==> config.mk <==
export PLATFORM = sky130hd
export DESIGN_NAME = base64url_padded_encoder_unit_flat
export DESIGN_NICKNAME = d
export VERILOG_FILES = /design/src/rtl/core/b64e_pkg.sv /design/src/rtl/core/b64e_if.sv /design/src/rtl/core/b64e_front.sv /design/src/rtl/core/b64e_queue.sv /design/src/rtl/core/b64e_back.sv /design/src/rtl/core/base64url_padded_encoder_unit.sv /design/src/flat_wrapper.sv
export SDC_FILE = /design/constraint.sdc
export NUM_CORES = 1
export LEC_CHECK = 0
export ABC_AREA = 1
export BUFFER_PORTS_ARGS = -buffer_cell sky130_fd_sc_hd__buf_2
export CAP_MARGIN = 20
export CORE_UTILIZATION = 45
export CTS_CLUSTER_SIZE = 8
export DETAILED_ROUTE_END_ITERATION = 16
export SLEW_MARGIN = 30
export SYNTH_ARGS = -nofsm -noshare
export SYNTH_HDL_FRONTEND = slang
export SYNTH_SLANG_ARGS = --single-unit
==> constraint.sdc <==
create_clock -name clock -period 4.6 [get_ports clock]
set_input_delay 0.23 -clock clock [delete_from_list [all_inputs] [get_ports clock]]
set_output_delay 0.23 -clock clock [all_outputs]
set_load 0.1 [all_outputs]
==> src/rtl/core/b64e_pkg.sv <==
// Shared types, constants and the character mapping function for the base64url encoder.
`timescale 1ns / 1ps
package b64e_pkg;

   // Zero-based held-byte count when a group is flushed: 0, 1 or 2 held
   localparam logic [1:0] HELD_NONE = 2'd0;
   localparam logic [1:0] HELD_ONE  = 2'd1;
   localparam logic [1:0] HELD_TWO  = 2'd2;

   // Character slots within one output group
   localparam logic [1:0] SLOT_FIRST  = 2'd0;
   localparam logic [1:0] SLOT_SECOND = 2'd1;
   localparam logic [1:0] SLOT_THIRD  = 2'd2;
   localparam logic [1:0] SLOT_FOURTH = 2'd3;

   localparam logic [6:0] PAD_CHAR = 7'h3D;

   // Group queue between front and back
   localparam int QUEUE_DEPTH = 2;
   localparam int QUEUE_PTR_W = $clog2(QUEUE_DEPTH);
   localparam int QUEUE_CNT_W = $clog2(QUEUE_DEPTH + 1);

   // One flushed group: three bytes (zero filled), bytes held before it, final flag
   typedef struct packed {
      logic [23:0] bits;
      logic [1:0]  held;
      logic        fin;
   } group_type;

   // Push side of the group queue
   typedef struct packed {
      logic      valid;
      group_type group;
   } push_type;

   // Map a six-bit value to its URL-safe alphabet character
   function automatic logic [6:0] encode_sextet(input logic [5:0] v);
      logic [6:0] ch;
      if (v < 6'd26) begin
         ch = 7'h41 + {1'b0, v};
      end else if (v < 6'd52) begin
         ch = 7'h61 + {1'b0, v - 6'd26};
      end else if (v < 6'd62) begin
         ch = 7'h30 + {1'b0, v - 6'd52};
      end else if (v == 6'd62) begin
         ch = 7'h2D;
      end else begin
         ch = 7'h5F;
      end
      return ch;
   endfunction

endpackage

==> src/rtl/core/b64e_if.sv <==
// Valid/ready channel interfaces for the encoder's byte input and character output.
`timescale 1ns / 1ps
interface b64e_req_if;
   logic       valid;
   logic       ready;
   logic [7:0] data_byte;
   logic       final_byte;

   modport source (output valid, output data_byte, output final_byte, input ready);
   modport sink   (input valid, input data_byte, input final_byte, output ready);
endinterface

interface b64e_rsp_if;
   logic       valid;
   logic       ready;
   logic [6:0] out_char;
   logic       run_last;
   logic       message_end;

   modport source (output valid, output out_char, output run_last, output message_end,
                   input ready);
   modport sink   (input valid, input out_char, input run_last, input message_end,
                   output ready);
endinterface

==> src/rtl/core/b64e_front.sv <==
// Front end: gathers input bytes into groups and pushes completed groups to the queue.
`timescale 1ns / 1ps
module b64e_front (
   input  logic              clock,
   input  logic              reset,
   input  logic              in_valid,
   output logic              in_ready,
   input  logic [7:0]        in_byte,
   input  logic              in_final,
   input  logic              queue_full,
   output b64e_pkg::push_type push
);
   import b64e_pkg::*;

   logic [15:0] pending_ff, pending_in;
   logic [1:0]  count_ff, count_in;
   logic [1:0]  held;
   logic        accept;
   logic        flush;

   // Take a byte whenever the queue can absorb a possible flush
   assign in_ready = !queue_full;
   assign accept   = in_valid && in_ready;

   // Treat an impossible count of three as empty
   assign held  = (count_ff == 2'd3) ? HELD_NONE : count_ff;
   assign flush = in_final || (held == HELD_TWO);

   // Assemble the zero-filled group and decide the next holding state
   always_comb begin
      push.valid      = accept && flush;
      push.group.held = held;
      push.group.fin  = in_final;
      unique case (held)
         HELD_TWO: push.group.bits = {pending_ff, in_byte};
         HELD_ONE: push.group.bits = {pending_ff[7:0], in_byte, 8'h00};
         default:  push.group.bits = {in_byte, 16'h0000};
      endcase

      pending_in = pending_ff;
      count_in   = count_ff;
      if (accept) begin
         if (flush) begin
            pending_in = 16'h0000;
            count_in   = HELD_NONE;
         end else begin
            pending_in = {pending_ff[7:0], in_byte};
            count_in   = held + 2'd1;
         end
      end
   end

   // Hold pending bytes
   always_ff @(posedge clock) begin
      if (reset) begin
         pending_ff <= 16'h0000;
         count_ff   <= HELD_NONE;
      end else begin
         pending_ff <= pending_in;
         count_ff   <= count_in;
      end
   end

endmodule

==> src/rtl/core/b64e_queue.sv <==
// Short FIFO of flushed groups between the front and back ends.
`timescale 1ns / 1ps
module b64e_queue (
   input  logic                clock,
   input  logic                reset,
   input  b64e_pkg::push_type  push,
   output logic                full,
   input  logic                pop,
   output logic                not_empty,
   output b64e_pkg::group_type head
);
   import b64e_pkg::*;

   group_type               entries_ff [QUEUE_DEPTH];
   logic [QUEUE_PTR_W-1:0]  wr_ptr_ff, wr_ptr_in;
   logic [QUEUE_PTR_W-1:0]  rd_ptr_ff, rd_ptr_in;
   logic [QUEUE_CNT_W-1:0]  count_ff, count_in;
   logic                    do_push;
   logic                    do_pop;

   assign full      = (count_ff == QUEUE_CNT_W'(QUEUE_DEPTH));
   assign not_empty = (count_ff != '0);
   assign head      = entries_ff[rd_ptr_ff];
   assign do_push   = push.valid && !full;
   assign do_pop    = pop && not_empty;

   // Advance pointers and occupancy
   always_comb begin
      wr_ptr_in = wr_ptr_ff;
      rd_ptr_in = rd_ptr_ff;
      count_in  = count_ff;
      if (do_push) begin
         wr_ptr_in = (wr_ptr_ff == QUEUE_PTR_W'(QUEUE_DEPTH - 1)) ? '0 : wr_ptr_ff + 1'b1;
      end
      if (do_pop) begin
         rd_ptr_in = (rd_ptr_ff == QUEUE_PTR_W'(QUEUE_DEPTH - 1)) ? '0 : rd_ptr_ff + 1'b1;
      end
      if (do_push && !do_pop) begin
         count_in = count_ff + 1'b1;
      end else if (do_pop && !do_push) begin
         count_in = count_ff - 1'b1;
      end
   end

   always_ff @(posedge clock) begin
      if (reset) begin
         wr_ptr_ff <= '0;
         rd_ptr_ff <= '0;
         count_ff  <= '0;
      end else begin
         wr_ptr_ff <= wr_ptr_in;
         rd_ptr_ff <= rd_ptr_in;
         count_ff  <= count_in;
      end
   end

   // Store pushed groups
   always_ff @(posedge clock) begin
      if (do_push) begin
         entries_ff[wr_ptr_ff] <= push.group;
      end
   end

endmodule

==> src/rtl/core/b64e_back.sv <==
// Back end: expands each queued group into four characters, one per cycle while the output is ready.
`timescale 1ns / 1ps
module b64e_back (
   input  logic                clock,
   input  logic                reset,
   input  logic                queue_not_empty,
   input  b64e_pkg::group_type queue_head,
   output logic                queue_pop,
   output logic                out_valid,
   input  logic                out_ready,
   output logic [6:0]          out_char,
   output logic                out_run_last,
   output logic                out_message_end
);
   import b64e_pkg::*;

   group_type  group_ff, group_in;
   logic       active_ff, active_in;
   logic [1:0] slot_ff, slot_in;
   logic       valid_ff, valid_in;
   logic [6:0] char_ff, char_in;
   logic       last_ff, last_in;
   logic       end_ff, end_in;
   logic       emit;
   logic       group_done;
   logic [5:0] sextet;
   logic       pad;

   // Send a character when one is in hand and the output register frees up
   assign emit       = active_ff && (!valid_ff || out_ready);
   assign group_done = emit && (slot_ff == SLOT_FOURTH);
   assign queue_pop  = queue_not_empty && (!active_ff || group_done);

   // Pick the sextet and padding for the current slot
   always_comb begin
      pad = 1'b0;
      unique case (slot_ff)
         SLOT_FIRST:  sextet = group_ff.bits[23:18];
         SLOT_SECOND: sextet = group_ff.bits[17:12];
         SLOT_THIRD: begin
            sextet = group_ff.bits[11:6];
            pad    = (group_ff.held == HELD_NONE);
         end
         default: begin
            sextet = group_ff.bits[5:0];
            pad    = (group_ff.held != HELD_TWO);
         end
      endcase
   end

   // Step through slots and load the output register
   always_comb begin
      group_in  = group_ff;
      active_in = active_ff;
      slot_in   = slot_ff;
      valid_in  = valid_ff && !out_ready;
      char_in   = char_ff;
      last_in   = last_ff;
      end_in    = end_ff;

      if (emit) begin
         valid_in = 1'b1;
         char_in  = pad ? PAD_CHAR : encode_sextet(sextet);
         last_in  = (slot_ff == SLOT_FOURTH);
         end_in   = (slot_ff == SLOT_FOURTH) && group_ff.fin;
         slot_in  = slot_ff + 2'd1;
         if (group_done) begin
            active_in = 1'b0;
         end
      end

      if (queue_pop) begin
         group_in  = queue_head;
         active_in = 1'b1;
         slot_in   = SLOT_FIRST;
      end
   end

   always_ff @(posedge clock) begin
      if (reset) begin
         active_ff <= 1'b0;
         slot_ff   <= SLOT_FIRST;
         valid_ff  <= 1'b0;
      end else begin
         active_ff <= active_in;
         slot_ff   <= slot_in;
         valid_ff  <= valid_in;
      end
   end

   // Payload registers
   always_ff @(posedge clock) begin
      group_ff <= group_in;
      char_ff  <= char_in;
      last_ff  <= last_in;
      end_ff   <= end_in;
   end

   assign out_valid       = valid_ff;
   assign out_char        = char_ff;
   assign out_run_last    = last_ff;
   assign out_message_end = end_ff;

endmodule

==> src/rtl/core/base64url_padded_encoder_unit.sv <==
// Top level of the URL-safe base64 encoder with '=' padding.
`timescale 1ns / 1ps
// Bytes enter on req_if, one per transfer, with final_byte marking the last byte of a
// message; characters leave on rsp_if, one per transfer, from the alphabet A-Z a-z 0-9
// '-' '_' or the pad '='. Every third byte, and every final byte, closes a group that
// yields exactly four characters; run_last flags the fourth and message_end flags it
// too when the group closed a message. The front end accepts a byte in every cycle
// while its two-entry group queue has room; the back end sends one character per cycle
// from its output register while the receiver is ready, so it sends four characters for
// every three bytes. The byte that closes a group passes through the queue entry, the back
// end's group register and the output register before its first character is offered.
module base64url_padded_encoder_unit (
   input logic clock,
   input logic reset,
   b64e_req_if.sink   req_if,
   b64e_rsp_if.source rsp_if
);
   import b64e_pkg::*;

   push_type  push;
   group_type head;
   logic      queue_full;
   logic      queue_not_empty;
   logic      queue_pop;

   b64e_front u_front (
      .clock      (clock),
      .reset      (reset),
      .in_valid   (req_if.valid),
      .in_ready   (req_if.ready),
      .in_byte    (req_if.data_byte),
      .in_final   (req_if.final_byte),
      .queue_full (queue_full),
      .push       (push)
   );

   b64e_queue u_queue (
      .clock     (clock),
      .reset     (reset),
      .push      (push),
      .full      (queue_full),
      .pop       (queue_pop),
      .not_empty (queue_not_empty),
      .head      (head)
   );

   b64e_back u_back (
      .clock           (clock),
      .reset           (reset),
      .queue_not_empty (queue_not_empty),
      .queue_head      (head),
      .queue_pop       (queue_pop),
      .out_valid       (rsp_if.valid),
      .out_ready       (rsp_if.ready),
      .out_char        (rsp_if.out_char),
      .out_run_last    (rsp_if.run_last),
      .out_message_end (rsp_if.message_end)
   );

endmodule
==> src/flat_wrapper.sv <==
// flat-port wrapper written by rule: the top's interface ports become plain ports
module base64url_padded_encoder_unit_flat import b64e_pkg::*;
  (clock, reset, req_if_valid, req_if_data_byte, req_if_final_byte, req_if_ready, rsp_if_valid, rsp_if_out_char, rsp_if_run_last, rsp_if_message_end, rsp_if_ready);
  b64e_req_if req_if_i ();
  b64e_rsp_if rsp_if_i ();
  input logic clock;
  input logic reset;
  input wire logic [$bits(req_if_i.valid)-1:0] req_if_valid;
  input wire logic [$bits(req_if_i.data_byte)-1:0] req_if_data_byte;
  input wire logic [$bits(req_if_i.final_byte)-1:0] req_if_final_byte;
  output wire logic [$bits(req_if_i.ready)-1:0] req_if_ready;
  output wire logic [$bits(rsp_if_i.valid)-1:0] rsp_if_valid;
  output wire logic [$bits(rsp_if_i.out_char)-1:0] rsp_if_out_char;
  output wire logic [$bits(rsp_if_i.run_last)-1:0] rsp_if_run_last;
  output wire logic [$bits(rsp_if_i.message_end)-1:0] rsp_if_message_end;
  input wire logic [$bits(rsp_if_i.ready)-1:0] rsp_if_ready;
  assign req_if_i.valid = req_if_valid;
  assign req_if_i.data_byte = req_if_data_byte;
  assign req_if_i.final_byte = req_if_final_byte;
  assign req_if_ready = req_if_i.ready;
  assign rsp_if_valid = rsp_if_i.valid;
  assign rsp_if_out_char = rsp_if_i.out_char;
  assign rsp_if_run_last = rsp_if_i.run_last;
  assign rsp_if_message_end = rsp_if_i.message_end;
  assign rsp_if_i.ready = rsp_if_ready;
  base64url_padded_encoder_unit u_core (.clock(clock), .reset(reset), .req_if(req_if_i), .rsp_if(rsp_if_i));
endmodule
==> summary by stage <==
Outcome
The flow ran to the end, and the final reports show no timing, DRC or antenna violations.

Die
The initial utilization of the core area, before any placement, comes to a little under half. The number of top-level pins is 24. After floorplanning, the core was sized to cover about 0.011 sq mm.

In this run the vertical extent of the chip is 111 um. From left edge to right edge, the die measures between 100 and 150 um. The row count is 39. The floorplan step defined a die boundary enclosing 0.0123 sq mm.

STA
The hold violation count in the final report is 0. Setup repair after global routing left no endpoint under its margin. The clock skew after layout is ~5.9 ps. For the pin with the worst max-slew slack, the measured transition is 964 ps. The post-layout minimum cycle time is 2560 ps. The ratio of final minimum period to clock period is 55.6%.

Summed over all failing endpoints, the final setup total negative slack is 0 ps. In this run the tightest slew margin relative to its limit is between 30 and 40%. The number of max-slew violations in the final report is 0. Static timing analysis puts the maximum clock frequency at ~390 MHz. Setup violations remaining at the end of the flow were counted as 0.

Clock network
The H-tree generated during clock tree synthesis spans 4 levels. TritonCTS built the clock tree. The total CTS buffers is 17. The post-cts repair resize count is 0. Clock latency on the worst-skew pair, taken at its later pin, is 410 ps.

The number of buffers added for setup after CTS is 0. In this run the clock root is driven by a clkbuf_16. The number of sinks driven by the clock tree is about 120. Clock-pin slew was measured on the worst setup and hold paths at 50 ps. In this run, post-CTS hold repair placed 0 buffers.

The maximum clock path buffer count is 2.

Hold path
The path class of the tightest hold or removal check is in -> reg.

Global routing
Summed over all layers, the global routing overflow is 0. Across every metal layer, demand over resource in global routing totals roughly 18%. The wire length of the first global-routing pass is approximately 17000 um. The initial antenna violation count is 0. The pin count of the biggest net entering global routing is 32.

The via count of the first global-routing pass came to 3444.

Layout
0 antenna diodes ended up in the layout. Cells fill 54.0% of the core in the end. The count of filler cells inserted in the layout is approximately 1000.

In the final layout, the multi-input gates occupy about 0.0019 sq mm. The share of final-layout standard cells stronger than drive strength 1 is between 15 and 20%. Leaving out fill and tap cells, the most frequent cell in the layout is nand2_1. The synthesis-to-finish area growth is 16.2%. In the layout the commonest cells are nand2_1 (193), edfxtp_1 (90), a21oi_1 (52), inv_1 (31), nand3_1 (31). The number of nets in the layout is 598. The sequential cell area is ~0.0032 sq mm.

Logic synthesis
edfxtp_1 takes more of the synthesized area than any other cell. The number of nets in the synthesized netlist is between 500 and 600. Sorting the synthesized cells by area gives the leading types as edfxtp_1 (51%), nand2_1 (14%), dfxtp_1 (9.8%). The number of flops mapped to enable cells by yosys is 90.

The count of yosys warnings during synthesis is 0. The total standard cell area after synthesis is approximately 0.0053 sq mm. The number of storage elements in the synthesis netlist is ~120. The number of standard cells after synthesis is 546. The sequential share of the synthesized area is between 60% and 70%. The average instance in the mapped netlist occupies between 9 and 10 sq um. The share of flip-flops with an asynchronous set or reset is 0%. The number of different library cells used by synthesis comes to 36. The leading register cell type out of synthesis is edfxtp_1.

The area fraction of the dominant cell type after synthesis is 50.7%.

Place
The number of input and output port buffers inserted is 23. The final RePlAce weighted congestion is ~0.9. The detailed-placement wirelength estimate is a little under 7000 um.

Power
The maximum VDD drop is between 0.0007 and 0.0008 V. The power density relative to cell area is approximately 770 mW/mm^2. Summed over all cells, the static leakage comes to between 2 and 3 nW.

Drt
The final layout contains routed wiring with a total length of roughly 10000 um. The detail route stage leaves a number of antenna-violating nets equal to 0. The violation count after the first detailed-routing iteration is 238. The number of vias per cell is 4.94. The number of detailed-routing iterations run before antenna repair is 4.

In the final routed layout, each cell accounts on average for about 14 um. The routed via count is 3596. The DRC violations left is 0.

Critical path
The setup path with the least slack is of type reg -> reg. At the worst endpoint, the required time is around 4700 ps. The reg-to-reg endpoint is u_core.u_queue.entries_ff[1][0]. The startpoint identified for the worst register-to-register timing path is u_core.u_front.count_ff[0]. The data arrival time of the critical path is between 2000 and 3000 ps. The startpoint of the worst setup timing path is u_core.u_front.count_ff[0]. The register-to-register setup slack is between 2000 and 2500 ps. The critical path ends at u_core.u_queue.entries_ff[1][0].

The worst reg-to-reg path cell count is 7. The worst setup path is captured at a flip-flop. The startpoint type of the worst setup path is a flip-flop. In this run the worst path has a maximum fanout of 28.

Job
The number of maximum-capacitance constraint violations is 0.
[layer usage]
| layer | part of all wire (%) | wire length, um | track usage, % |
|---|---|---|---|
| met4 | 1.1 | 110 | 8.18 |
| met2 | 50 | 5000 | 29.3 |
| met5 | 0 | 0 | 0 |
| met3 | 3.2 | 326 | 4.87 |
| met1 | 46 | 4610 | 21.5 |
[critical path, cell delays in order, from the launching register on]
cell and delay (ps):
dfxtp_1 320, inv_1 80, ha_1 790, nor2_1 180, nor2_1 220, inv_1 130, nor2_2 120, buf_4 360
[sequential cells by signal, summed over array words and instances, names as in the netlist]
name                           count
u_core.u_queue.entries_ff         54
u_core.u_back.group_ff            27
u_core.u_front.pending_ff         16
u_core.u_back.out_char             7
u_core.u_back.slot_ff              2
u_core.u_front.count_ff            2
u_core.u_queue.count_ff            2
u_core.u_back.active_ff            1
u_core.u_back.out_message_end      1
u_core.u_back.out_run_last         1
u_core.u_back.out_valid            1
u_core.u_queue.rd_ptr_ff           1
u_core.u_queue.wr_ptr_ff           1
[where the power goes]
part	switching [mW]	internal [mW]	total, mW
sequential	0.125	1.50	1.63
combinational	1.29	0.489	1.77
clock	0.427	0.945	1.37
[cell usage after synthesis (all sizes together), types with 3 or more instances]
cell type and count:
a21oi 54, nand3 32, nor2 36, edfxtp 90, nand2 204, o21ai 8, xor2 5, dfxtp 26
ha 13, clkbuf 17, inv 39, buf 3
[through the flow]
stage,cell area (sq um),instances,power [mW],hold slack (ps),setup slack (ps)
global route,6200,728,5.07,45.6,1800
finish,6200,728,4.78,67.8,2040
global placement,5580,696,3.41,455,2100
detailed placement,5580,696,3.43,456,2060
CTS,6200,728,4.81,45.6,2050
floorplan,5340,546,3.04,329,1100
[area by class of cell]
class                   count  area share [%]
repair buffers             27            2.34
inverters                  41            2.48
well taps                 143            2.89
flip-flops and latches    116            52.0
clock buffers              18            6.93
clock inverters            14            3.07
multi-input cells         369            30.3
[cells by family (layout without fill, tap and decap cells)]
logic type,after synthesis,in the layout,share of synthesized area [%]
AO/OA/AOI/OAI,74,74,8.33
XOR/XNOR,5,5,0.821
adder cells (fa/ha/maj),13,13,3.05
buffers and inverters,61,100,4.60
flip-flops,116,116,60.4
AND/OR/NAND/NOR,277,277,22.8
[worst min-delay path by stage]
| stage | from | endpoint | slack, ps | depth (start not counted) |
|---|---|---|---|---|
| after floorplan | req_if_final_byte | u_core.u_queue.entries_ff[0][0] | 330 | 0 |
| after global placement | u_core.u_front.pending_ff[12] | u_core.u_front.pending_ff[12] | 450 | 2 |
| after global routing | req_if_final_byte | u_core.u_queue.entries_ff[1][0] | 50 | 1 |
| after detailed placement | u_core.u_front.pending_ff[15] | u_core.u_front.pending_ff[15] | 460 | 2 |
| after CTS | req_if_final_byte | u_core.u_queue.entries_ff[0][0] | 50 | 1 |
| final | req_if_final_byte | u_core.u_queue.entries_ff[0][0] | 70 | 1 |
Note: power is estimated with default switching activity, not from simulation.
